## config.mk

```make
export PLATFORM = sky130hd
export DESIGN_NAME = binary_to_decimal_ascii_emitter_unit
export DESIGN_NICKNAME = d
export VERILOG_FILES = /design/src/rtl/core/b2d_pkg.sv /design/src/rtl/core/b2d_shift_unit.sv /design/src/rtl/core/b2d_datapath.sv /design/src/rtl/core/b2d_seq.sv /design/src/rtl/core/binary_to_decimal_ascii_emitter_unit.sv
export SDC_FILE = /design/constraint.sdc
export NUM_CORES = 1
export LEC_CHECK = 0
export BUFFER_PORTS_ARGS = -buffer_cell sky130_fd_sc_hd__buf_2
export CORE_MARGIN = 2
export CORE_UTILIZATION = 53
export CTS_CLUSTER_DIAMETER = 30
export DETAILED_ROUTE_END_ITERATION = 16
export GPL_ROUTABILITY_DRIVEN = 0
export PLACE_DENSITY = 0.82
export SLEW_MARGIN = 20
export SYNTH_ARGS = -nofsm -noshare
export SYNTH_HDL_FRONTEND = slang
export SYNTH_HIERARCHICAL = 1
export SYNTH_SLANG_ARGS = --single-unit
```

## constraint.sdc

```tcl
create_clock -name aclk -period 3.75 [get_ports aclk]
set_input_delay 0.375 -clock aclk [delete_from_list [all_inputs] [get_ports aclk]]
set_output_delay 0.375 -clock aclk [all_outputs]
set_load 0.01 [all_outputs]
```

## src/rtl/core/b2d_pkg.sv

```systemverilog
// Shared types and constants for the binary to decimal ASCII emitter.
`timescale 1ns / 1ps

package b2d_pkg;

    localparam int VALUE_BITS = 64;
    localparam int MAX_DIGITS = 20;

    // Decimal digits needed for the widest VALUE_BITS value (floor(n*log10(2)) + 1).
    localparam int NUM_BCD_FULL = (VALUE_BITS * 30103) / 100000 + 1;
    // Digits actually kept: carries only move upward, so the low window is exact.
    localparam int BCD_DIGITS = (NUM_BCD_FULL < MAX_DIGITS) ? NUM_BCD_FULL : MAX_DIGITS;
    localparam int BCD_W = 4 * BCD_DIGITS;

    localparam int BIT_CNT_W = $clog2(VALUE_BITS + 1);
    localparam int DIG_CNT_W = $clog2(BCD_DIGITS + 1);

    localparam logic [5:0] ASCII_ZERO = 6'd48;

    typedef enum logic [1:0] {
        ST_IDLE,
        ST_CONV,
        ST_SKIP,
        ST_EMIT
    } state_t;

    typedef enum logic [1:0] {
        OP_HOLD,
        OP_LOAD,
        OP_DABBLE,
        OP_DIGIT_SHIFT
    } op_t;

    typedef struct packed {
        logic top_zero;
        logic overflow;
    } dp_status_t;

endpackage

```

## src/rtl/core/b2d_shift_unit.sv

```systemverilog
// Shared shift unit: add-3 and shift-in for conversion, digit shift for output.
`timescale 1ns / 1ps

module b2d_shift_unit (
    input  b2d_pkg::op_t                op,
    input  logic [b2d_pkg::BCD_W-1:0]   bcd_in,
    input  logic                        bin_bit,
    output logic [b2d_pkg::BCD_W-1:0]   bcd_out,
    output logic                        carry_out
);

    logic [b2d_pkg::BCD_W-1:0] adj;

    // Correct every digit of five or more before doubling.
    always_comb begin
        for (int i = 0; i < b2d_pkg::BCD_DIGITS; i++) begin
            if (bcd_in[4*i +: 4] >= 4'd5) begin
                adj[4*i +: 4] = bcd_in[4*i +: 4] + 4'd3;
            end else begin
                adj[4*i +: 4] = bcd_in[4*i +: 4];
            end
        end
    end

    always_comb begin
        bcd_out   = bcd_in;
        carry_out = 1'b0;
        unique case (op)
            b2d_pkg::OP_HOLD: begin
                bcd_out = bcd_in;
            end
            b2d_pkg::OP_LOAD: begin
                bcd_out = '0;
            end
            b2d_pkg::OP_DABBLE: begin
                {carry_out, bcd_out} = {adj, bin_bit};
            end
            b2d_pkg::OP_DIGIT_SHIFT: begin
                bcd_out = {bcd_in[b2d_pkg::BCD_W-5:0], 4'b0000};
            end
            default: begin
                bcd_out = bcd_in;
            end
        endcase
    end

endmodule

```

## src/rtl/core/b2d_datapath.sv

```systemverilog
// Datapath registers: binary shift register, BCD digit register, overflow flag.
`timescale 1ns / 1ps

module b2d_datapath (
    input  logic                        aclk,
    input  b2d_pkg::op_t                op,
    input  logic [63:0]                 s_value,
    output logic [3:0]                  top_digit,
    output b2d_pkg::dp_status_t         status
);

    logic [b2d_pkg::VALUE_BITS-1:0] bin_reg, bin_next;
    logic [b2d_pkg::BCD_W-1:0]      bcd_reg, bcd_next;
    logic                           ovf_reg, ovf_next;
    logic                           carry;

    b2d_shift_unit u_shift (
        .op        (op),
        .bcd_in    (bcd_reg),
        .bin_bit   (bin_reg[b2d_pkg::VALUE_BITS-1]),
        .bcd_out   (bcd_next),
        .carry_out (carry)
    );

    always_comb begin
        bin_next = bin_reg;
        ovf_next = ovf_reg;
        unique case (op)
            b2d_pkg::OP_LOAD: begin
                bin_next = s_value[b2d_pkg::VALUE_BITS-1:0];
                ovf_next = 1'b0;
            end
            b2d_pkg::OP_DABBLE: begin
                bin_next = {bin_reg[b2d_pkg::VALUE_BITS-2:0], 1'b0};
                ovf_next = ovf_reg | carry;
            end
            default: begin
                bin_next = bin_reg;
                ovf_next = ovf_reg;
            end
        endcase
    end

    always_ff @(posedge aclk) begin
        bin_reg <= bin_next;
        bcd_reg <= bcd_next;
        ovf_reg <= ovf_next;
    end

    assign top_digit       = bcd_reg[b2d_pkg::BCD_W-1 -: 4];
    assign status.top_zero = (top_digit == 4'd0);
    assign status.overflow = ovf_reg;

endmodule

```

## src/rtl/core/b2d_seq.sv

```systemverilog
// Sequencer: conversion bit count, leading-zero skip and digit emission.
`timescale 1ns / 1ps

module b2d_seq (
    input  logic                        aclk,
    input  logic                        aresetn,
    input  logic                        s_valid,
    output logic                        s_ready,
    output logic                        m_valid,
    input  logic                        m_ready,
    output logic                        last,
    input  b2d_pkg::dp_status_t         status,
    output b2d_pkg::op_t                op
);

    b2d_pkg::state_t                state_reg, state_next;
    logic [b2d_pkg::BIT_CNT_W-1:0]  bit_cnt_reg, bit_cnt_next;
    logic [b2d_pkg::DIG_CNT_W-1:0]  dig_cnt_reg, dig_cnt_next;
    logic                           skip;

    // Drop a zero top digit unless it is the last one or higher digits were lost.
    assign skip = status.top_zero && (dig_cnt_reg > b2d_pkg::DIG_CNT_W'(1)) && !status.overflow;
    assign last = (dig_cnt_reg == b2d_pkg::DIG_CNT_W'(1));

    always_comb begin
        state_next = state_reg;
        unique case (state_reg)
            b2d_pkg::ST_IDLE: if (s_valid) state_next = b2d_pkg::ST_CONV;
            b2d_pkg::ST_CONV: if (bit_cnt_reg == b2d_pkg::BIT_CNT_W'(1)) begin
                state_next = b2d_pkg::ST_SKIP;
            end
            b2d_pkg::ST_SKIP: if (!skip) state_next = b2d_pkg::ST_EMIT;
            b2d_pkg::ST_EMIT: if (m_ready && last) state_next = b2d_pkg::ST_IDLE;
            default: state_next = b2d_pkg::ST_IDLE;
        endcase
    end

    always_comb begin
        s_ready = 1'b0;
        m_valid = 1'b0;
        op      = b2d_pkg::OP_HOLD;
        unique case (state_reg)
            b2d_pkg::ST_IDLE: begin
                s_ready = 1'b1;
                op      = s_valid ? b2d_pkg::OP_LOAD : b2d_pkg::OP_HOLD;
            end
            b2d_pkg::ST_CONV: begin
                op = b2d_pkg::OP_DABBLE;
            end
            b2d_pkg::ST_SKIP: begin
                op = skip ? b2d_pkg::OP_DIGIT_SHIFT : b2d_pkg::OP_HOLD;
            end
            b2d_pkg::ST_EMIT: begin
                m_valid = 1'b1;
                op      = m_ready ? b2d_pkg::OP_DIGIT_SHIFT : b2d_pkg::OP_HOLD;
            end
            default: begin
                op = b2d_pkg::OP_HOLD;
            end
        endcase
    end

    always_comb begin
        bit_cnt_next = bit_cnt_reg;
        dig_cnt_next = dig_cnt_reg;
        unique case (op)
            b2d_pkg::OP_LOAD: begin
                bit_cnt_next = b2d_pkg::BIT_CNT_W'(b2d_pkg::VALUE_BITS);
                dig_cnt_next = b2d_pkg::DIG_CNT_W'(b2d_pkg::BCD_DIGITS);
            end
            b2d_pkg::OP_DABBLE: begin
                bit_cnt_next = bit_cnt_reg - b2d_pkg::BIT_CNT_W'(1);
            end
            b2d_pkg::OP_DIGIT_SHIFT: begin
                dig_cnt_next = dig_cnt_reg - b2d_pkg::DIG_CNT_W'(1);
            end
            default: begin
                bit_cnt_next = bit_cnt_reg;
            end
        endcase
    end

    always_ff @(posedge aclk) begin
        if (!aresetn) begin
            state_reg   <= b2d_pkg::ST_IDLE;
            bit_cnt_reg <= '0;
            dig_cnt_reg <= '0;
        end else begin
            state_reg   <= state_next;
            bit_cnt_reg <= bit_cnt_next;
            dig_cnt_reg <= dig_cnt_next;
        end
    end

endmodule

```

## src/rtl/core/binary_to_decimal_ascii_emitter_unit.sv

```systemverilog
// Top level: converts a 64-bit unsigned value to decimal ASCII digits, MSD first.
// Sequence: an accept state loads the value, then a shift-add pass over all
//   VALUE_BITS (64) input bits and a leading-zero skip run before the first digit is offered.
// Throughput: a new input is accepted only after the last digit of the previous
//   one has been taken; the single shift-add unit and the digit shift register set this.
// Reset: aresetn (synchronous, active low) returns the sequencer to idle; data
//   registers are not reset.
`timescale 1ns / 1ps

module binary_to_decimal_ascii_emitter_unit (
    input  logic        aclk,
    input  logic        aresetn,
    input  logic        s_valid,
    output logic        s_ready,
    input  logic [63:0] s_value,
    output logic        m_valid,
    input  logic        m_ready,
    output logic [5:0]  m_digit_char,
    output logic        m_last_digit
);

    b2d_pkg::op_t        op;
    b2d_pkg::dp_status_t status;
    logic [3:0]          top_digit;
    logic                last;

    // Sequencer: accept a transaction, run the shift-add pass, skip leading
    // zeros, then hand out one digit per output transaction.
    b2d_seq u_seq (
        .aclk    (aclk),
        .aresetn (aresetn),
        .s_valid (s_valid),
        .s_ready (s_ready),
        .m_valid (m_valid),
        .m_ready (m_ready),
        .last    (last),
        .status  (status),
        .op      (op)
    );

    // Datapath: binary and BCD registers around the shared shift unit.
    b2d_datapath u_dp (
        .aclk      (aclk),
        .op        (op),
        .s_value   (s_value),
        .top_digit (top_digit),
        .status    (status)
    );

    // Present the top BCD digit as ASCII; it holds while the sink stalls.
    assign m_digit_char = b2d_pkg::ASCII_ZERO + {2'b00, top_digit};
    assign m_last_digit = last;

endmodule
```

## After elaboration in Yosys (flattened, before gate mapping)

Cells that the tools add are included.

| word-level totals | value |
|---|---|
| register bits after elaboration | 159 |
| logic and storage cells | 110 |
| input port bits | 68 |

| cells by class | value |
|---|---|
| order comparisons | 21 |
| $add $sub $neg | 23 |
| bitwise logic cells | 1 |
| reduce and logical (&&, ||, !) cells | 10 |
| mux-type cells | 37 |
| eq/ne operators | 12 |

Operator list:

| cell | count |
|---|---|
| case mux 80 bit (3 select lines) | 1 |
| case mux 64 bit (2 select lines) | 1 |
| adder 4 x 2 -> 4 bit (second input constant) | 20 |
| >= comparator 4 x 3 -> 1 bit (second input constant) | 20 |
| 2-to-1 mux 4 bit | 20 |
| case mux 2 bit (4 select lines) | 2 |
| case mux 7 bit (2 select lines) | 1 |
| 2-to-1 mux 2 bit | 6 |
| case mux 5 bit (2 select lines) | 1 |
| equality test 2 bit (second input constant) | 4 |
| equality test 7 x 1 -> 1 bit (second input constant) | 1 |
| subtractor 7 x 1 -> 7 bit (second input constant) | 1 |
| adder 5 x 5 -> 6 bit (first input constant) | 1 |
| equality test 5 x 1 -> 1 bit (second input constant) | 1 |
| greater-than comparator 5 x 1 -> 1 bit (second input constant) | 1 |
| subtractor 5 x 1 -> 5 bit (second input constant) | 1 |
| equality test 2 x 1 -> 1 bit (second input constant) | 2 |
| zero test 2 bit | 2 |
| zero test 4 bit | 1 |
| 2-to-1 mux 1 bit | 4 |
| != test 2 x 1 -> 1 bit (second input constant) | 2 |
| != test 2 bit (second input constant) | 2 |
| AND reduction 4 bit | 1 |
| nonzero test 2 bit | 2 |
| other kinds (4) | 6 |

## Depth between registers and ports, before layout

| logic depth | value |
|---|---|
| word-level depth | 9 |
| gate-level depth with buffers | 12 |

## By module

The synthesis kept the hierarchy.

Modules (own cells, without submodules):

| module | sequential area each (µm²) | cells each | times used | area an instance (µm²) |
|---|---|---|---|---|
| b2d_datapath | 3553.4 | 227 | 1 | 4705.8 |
| b2d_shift_unit | 0.0 | 479 | 1 | 3136.8 |
| b2d_seq | 280.3 | 104 | 1 | 892.1 |
| binary_to_decimal_ascii_emitter_unit | 0.0 | 3 | 1 | 18.8 |

## Worst setup path before layout

Ideal clock, no wire load.

| timing path | value |
|---|---|
| kind | register -> register |
| start | register u_seq/dig_cnt_reg[1] (netlist name) |
| end | register u_dp/bin_reg[0] (netlist name) (enable) |
| path buffers | 0 |
| setup time | 419 ps |
| required time | 3331 ps |
| cell stages (with the launch flop) | 9 |
| arrival time | 3176 ps |
| clock period less this slack | 3595 ps |
| slack | 155 ps |
| cells stage by stage | dfxtp_1 -> inv_1 -> ha_1 -> o21bai_1 -> a21oi_1 -> a211oi_1 -> a21oi_1 -> ha_1 -> inv_1 |

| between the ends | value |
|---|---|
| longest elaborated chain between the ends | 7 |
| elaborated cells between the ends (all ways) | 8 |
| those cells by class | order compare: 1; eq/ne: 2; mux: 2; reduce/logical: 3 |

Ends and longest elaborated chain:

| element | RTL line | RTL |
|---|---|---|
| start: declaration | b2d_seq.sv:18 | `logic [b2d_pkg::DIG_CNT_W-1:0] dig_cnt_reg, dig_cnt_next;` |
| start signal: assignment | b2d_seq.sv:91 | `dig_cnt_reg <= dig_cnt_next;` |
| greater-than comparator 5 x 1 -> 1 bit (*) | b2d_seq.sv:22 | `assign skip = status.top_zero && (dig_cnt_reg > b2d_pkg::DIG_CNT_W'(1)) && !status.overflow;` |
| logical AND 1 bit (*) (2 in a row) | b2d_seq.sv:22 |  |
| 2-to-1 mux 2 bit (*) | b2d_seq.sv:51 | `op = skip ? b2d_pkg::OP_DIGIT_SHIFT : b2d_pkg::OP_HOLD;` |
| case mux 2 bit (4 select lines) (*) | b2d_seq.sv:42 | `unique case (state_reg)` |
| named net op[1] | binary_to_decimal_ascii_emitter_unit.sv:22 | `b2d_pkg::op_t op;` |
| equality test 2 x 1 -> 1 bit or equality test 2 bit (tied branches) | b2d_datapath.sv:28 | `unique case (op)` |
| nonzero test 2 bit (no source line) (*) | -- |  |
| end signal: assignment | b2d_datapath.sv:45 | `bin_reg <= bin_next;` |
| end: declaration | b2d_datapath.sv:12 | `logic [b2d_pkg::VALUE_BITS-1:0] bin_reg, bin_next;` |

The timed path passes the listed nets; every way through them passes the cells marked *.
A chain may end at the register's enable or synchronous reset.

## Worst setup path in the final report

| timing path | value |
|---|---|
| start | register u_seq/dig_cnt_reg[1] (netlist name) |
| end | register u_dp/bcd_reg[76] (netlist name) |

| between the ends | value |
|---|---|
| longest elaborated chain between the ends | 7 |
| elaborated cells between the ends (all ways) | 10 |
| those cells by class | order compare: 1; eq/ne: 3; mux: 3; reduce/logical: 3 |

Ends and longest elaborated chain:

| element | RTL line | RTL |
|---|---|---|
| greater-than comparator 5 x 1 -> 1 bit (*) | b2d_seq.sv:22 |  |
| logical AND 1 bit (*) (2 in a row) | b2d_seq.sv:22 |  |
| 2-to-1 mux 2 bit (*) | b2d_seq.sv:51 |  |
| case mux 2 bit (4 select lines) (*) | b2d_seq.sv:42 |  |
| named net op[0] | binary_to_decimal_ascii_emitter_unit.sv:22 |  |
| equality test 2 bit or equality test 2 x 1 -> 1 bit (tied branches) | b2d_shift_unit.sv:28 | `unique case (op)` |
| case mux 80 bit (3 select lines) (*) | b2d_shift_unit.sv:28 |  |
| named net u_dp.bcd_next, one bit | b2d_datapath.sv:13 | `logic [b2d_pkg::BCD_W-1:0] bcd_reg, bcd_next;` |
| end signal: assignment | b2d_datapath.sv:46 | `bcd_reg <= bcd_next;` |
| end: declaration | b2d_datapath.sv:13 |  |

Marked as above.

==> impl_metrics.yaml <==
cts:
  post-cts-setup-buffer-count: 0
  cts_tree: "done"
  cts_sinks: 159
  cts_resized: 0
  ctsHtreeMaxLevel: 4
  root_buffer: "clkbuf_16"
  cts_buffers: 17
  holdBufCountCts: 0
  clock_latency_ns: 0.43
  clk_pin_slew_ns: 0.06
  cts_buffer_depth: 2
route:
  routed_wl_um: 17500
  detail-route-antenna-nets: 0
  dr_total_vias: 6207
  firstDrtPassIters: 5
  viasPerCell: 5.63
  drc: 0
  drt_iter0_drc: 566
  routedWlPerCell_um: 15.9
power:
  ir_drop_mv: 0.479
  powerDensity_nw_per_um2: 766
  p_leak_nw: 3.54
sta:
  final_hold_viol_count: 0
  fmaxAchievable_mhz: 318
  post-route-period-util_pct: 83.9
  tns_ns: 0
  setup_viol: 0
  period_minus_slack_ns: 3.15
  whs_ns: 0.250
  grt_setup_unrepaired: "false"
  worst_pin_slew_ns: 0.572
  drv_slew: 0
  maxSlewHeadroom_pct: 61.7
  fin_skew_ns: 0.0110
worst_setup_path:
  path_class: "flip-flop to flip-flop"
  reg2reg_depth: 11
  cp_max_fo: 40
  crit_slowest_cell: "buf_4"
  worstPathCellList: "inv_1, ha_1, o21bai_1, a21oi_1, o21ai_1, inv_1, inv_1, buf_4, nand2_2, buf_4, o21ai_0"
  reg2reg_to: "u_dp/bcd_reg[76]"
  critPathCaptureType: "flip-flop"
  crit_path_end: "u_dp/bcd_reg[76]"
  cp_common_cell: "inv_1"
  crit_buf_inv: 5
  crit_start: "u_seq/dig_cnt_reg[1]"
  r2r_setup_slack_ns: 0.60
  required_ns: 4.04
  cp_top_family: "buffers and inverters"
  worstPathArrival_ns: 3.44
  critPathLaunchType: "flip-flop"
  critPathMaxStageDelay_ns: 0.46
  timing.rr.start: "u_seq/dig_cnt_reg[1]"
  cp.depth: 11
synth:
  synth_enable_flop_cells: 65
  syn-cell-area_um2: 8750
  synth_top_area_cell: "edfxtp_1"
  ys_types: 51
  synthCells: 813
  ys_top_cells_by_area: "edfxtp_1, dfxtp_1, mux2_4"
  synthArstFlopShare_pct: 0
  ys_ff_latch: 159
  synth_area_per_cell_um2: 10.8
  synth_top_area_share_pct: 22.3
  ys.flop_type: "dfxtp_1"
  yosys_warnings: 6
  seq_area_frac_synth_pct: 43.8
floorplanning:
  pin_count: 77
  start_util_pct: 54.7
  die_area_um2: 17600
  die_w_um: 133
  core_region_area_um2: 16000
  fp.dieH_um: 133
  rows: 46
cells_and_area:
  n_antenna_cell: 0
  syn2layout_area_growth_pct: 11.3
  nets: 992
  design_area_um2: 9740
  fill_cells: 1328
  drive_gt1_share_pct: 23.3
  largest_reg_flops: 80
global_route:
  grt_pass1_wl_um: 29000
  grt_max_degree: 46
  first_global_vias: 5918
  gr-total-overflow: 0
  gr-usage-all-layers_pct: 20.4
  grt_antenna_before_repair: 0
place:
  dpl_cell_area_um2: 9170
  dp_hpwl_um: 11300
  io_buffers: 74
flow_run:
  cap_viol_max_count: 0
worst_hold_path:
  min_path_type: "input pin to flip-flop"
outcome:
  outcome: "completed"
-- report_power, final --
part	internal, mW	total, mW	switching, mW
clock network	0.972	1.67	0.695
registers	2.60	2.81	0.203
logic	1.10	2.99	1.88
total	4.68	7.46	2.78
-- layout by cell type (no fill, tap or decap), drive strengths merged, types with 3 or more instances in the layout --
cell	instances
a22oi	51
clkinvlp	5
nor3b	19
nor3	9
inv	58
xor2	3
clkinv	6
clkbuf	17
nand2b	21
xnor2	22
dfxtp	94
mux2i	3
mux2	82
edfxtp	65
nand2	45
a32o	19
o21ai	121
and3	6
buf	86
nand3	5
a21oi	54
ha	51
nor2	11
-- synth_stat cells (5+ instances only) --
| library cell | n |
|---|---|
| a21oi_1 | 54 |
| nand2b_1 | 21 |
| mux2_2 | 23 |
| o21ai_0 | 69 |
| a22oi_1 | 51 |
| inv_1 | 56 |
| nor3_1 | 9 |
| ha_1 | 51 |
| buf_12 | 6 |
| o21ai_1 | 52 |
| nor2_1 | 11 |
| buf_4 | 10 |
| mux2_4 | 59 |
| nor3b_1 | 19 |
| a32o_1 | 19 |
| buf_6 | 7 |
| dfxtp_1 | 94 |
| nand3_1 | 5 |
| and3_1 | 6 |
| xnor2_1 | 22 |
| clkbuf_1 | 13 |
| edfxtp_1 | 65 |
| buf_2 | 9 |
| nand2_1 | 44 |
-- worst register-to-register path, stage by stage (launching register included) --
cell and delay (ns):
dfxtp_1 0.36, inv_1 0.08, ha_1 0.19, o21bai_1 0.17, a21oi_1 0.44, o21ai_1 0.23
inv_1 0.24, inv_1 0.06, buf_4 0.22, nand2_2 0.37, buf_4 0.47, o21ai_0 0.18
-- how the worst min path moves through the flow --
stage	startpoint	endpoint	slack (ns)	cells past startpoint
3_3_place_gp	u_seq/bit_cnt_reg[1]	u_seq/bit_cnt_reg[1]	0.48	2
3_5_place_dp	u_dp/bin_reg[63]	u_dp/bcd_reg[0]	0.48	2
5_1_grt	s_value[46]	u_dp/bin_reg[46]	0.24	2
6_report	s_value[49]	u_dp/bin_reg[49]	0.25	2
4_1_cts	s_value[62]	u_dp/bin_reg[62]	0.24	2
2_1_floorplan	u_dp/bin_reg[63]	u_dp/bcd_reg[0]	0.46	2
-- cells by family after synthesis --
logic type,count (synthesis),share of synthesized area (%)
AOI/OAI and AO/OA,263,18.6
xor gates and xnor gates,25,2.50
adders and majority gates,51,7.29
buffers and inverters,102,6.65
DFF,159,43.8
muxes,85,13.4
other,1,0.0428
and+or+nand+nor,127,7.72
-- through the flow --
step / cells / setup WS, ns / util [%] / power [mW]
final: 1102 / 0.602 / 60.9 / 7.46
after global routing: 1102 / 0.317 / 60.9 / 7.87
after detailed placement: 1070 / 0.612 / 57.3 / 5.77
after global placement: 1070 / 0.702 / 57.3 / 5.71
after CTS: 1102 / 0.594 / 60.9 / 7.48
after floorplan: 814 / 0.155 / - / 5.27
-- layer usage --
metal | GRT usage [%] | vias to the layer above | part of all wire [%]
li1 | - | 3097 | -
met1 | 26.6 | 2945 | 45
met2 | 33.9 | 151 | 49
met3 | 4.83 | 14 | 5.1
met4 | 5.62 | 0 | 1.0
met5 | 0 | - | 0
-- final cells by class --
type / count / area [um^2] / share of cell area (%)
Timing Repair Buffer: 86 / 485 / 4.98
Multi-Input combinational cell: 553 / 4370 / 44.9
Clock buffer: 17 / 425 / 4.37
Tap cell: 216 / 270 / 2.77
Inverter: 56 / 210 / 2.16
Clock inverter: 15 / 144 / 1.48
Sequential cell: 159 / 3830 / 39.4
Power figures use the tool's default switching activity.
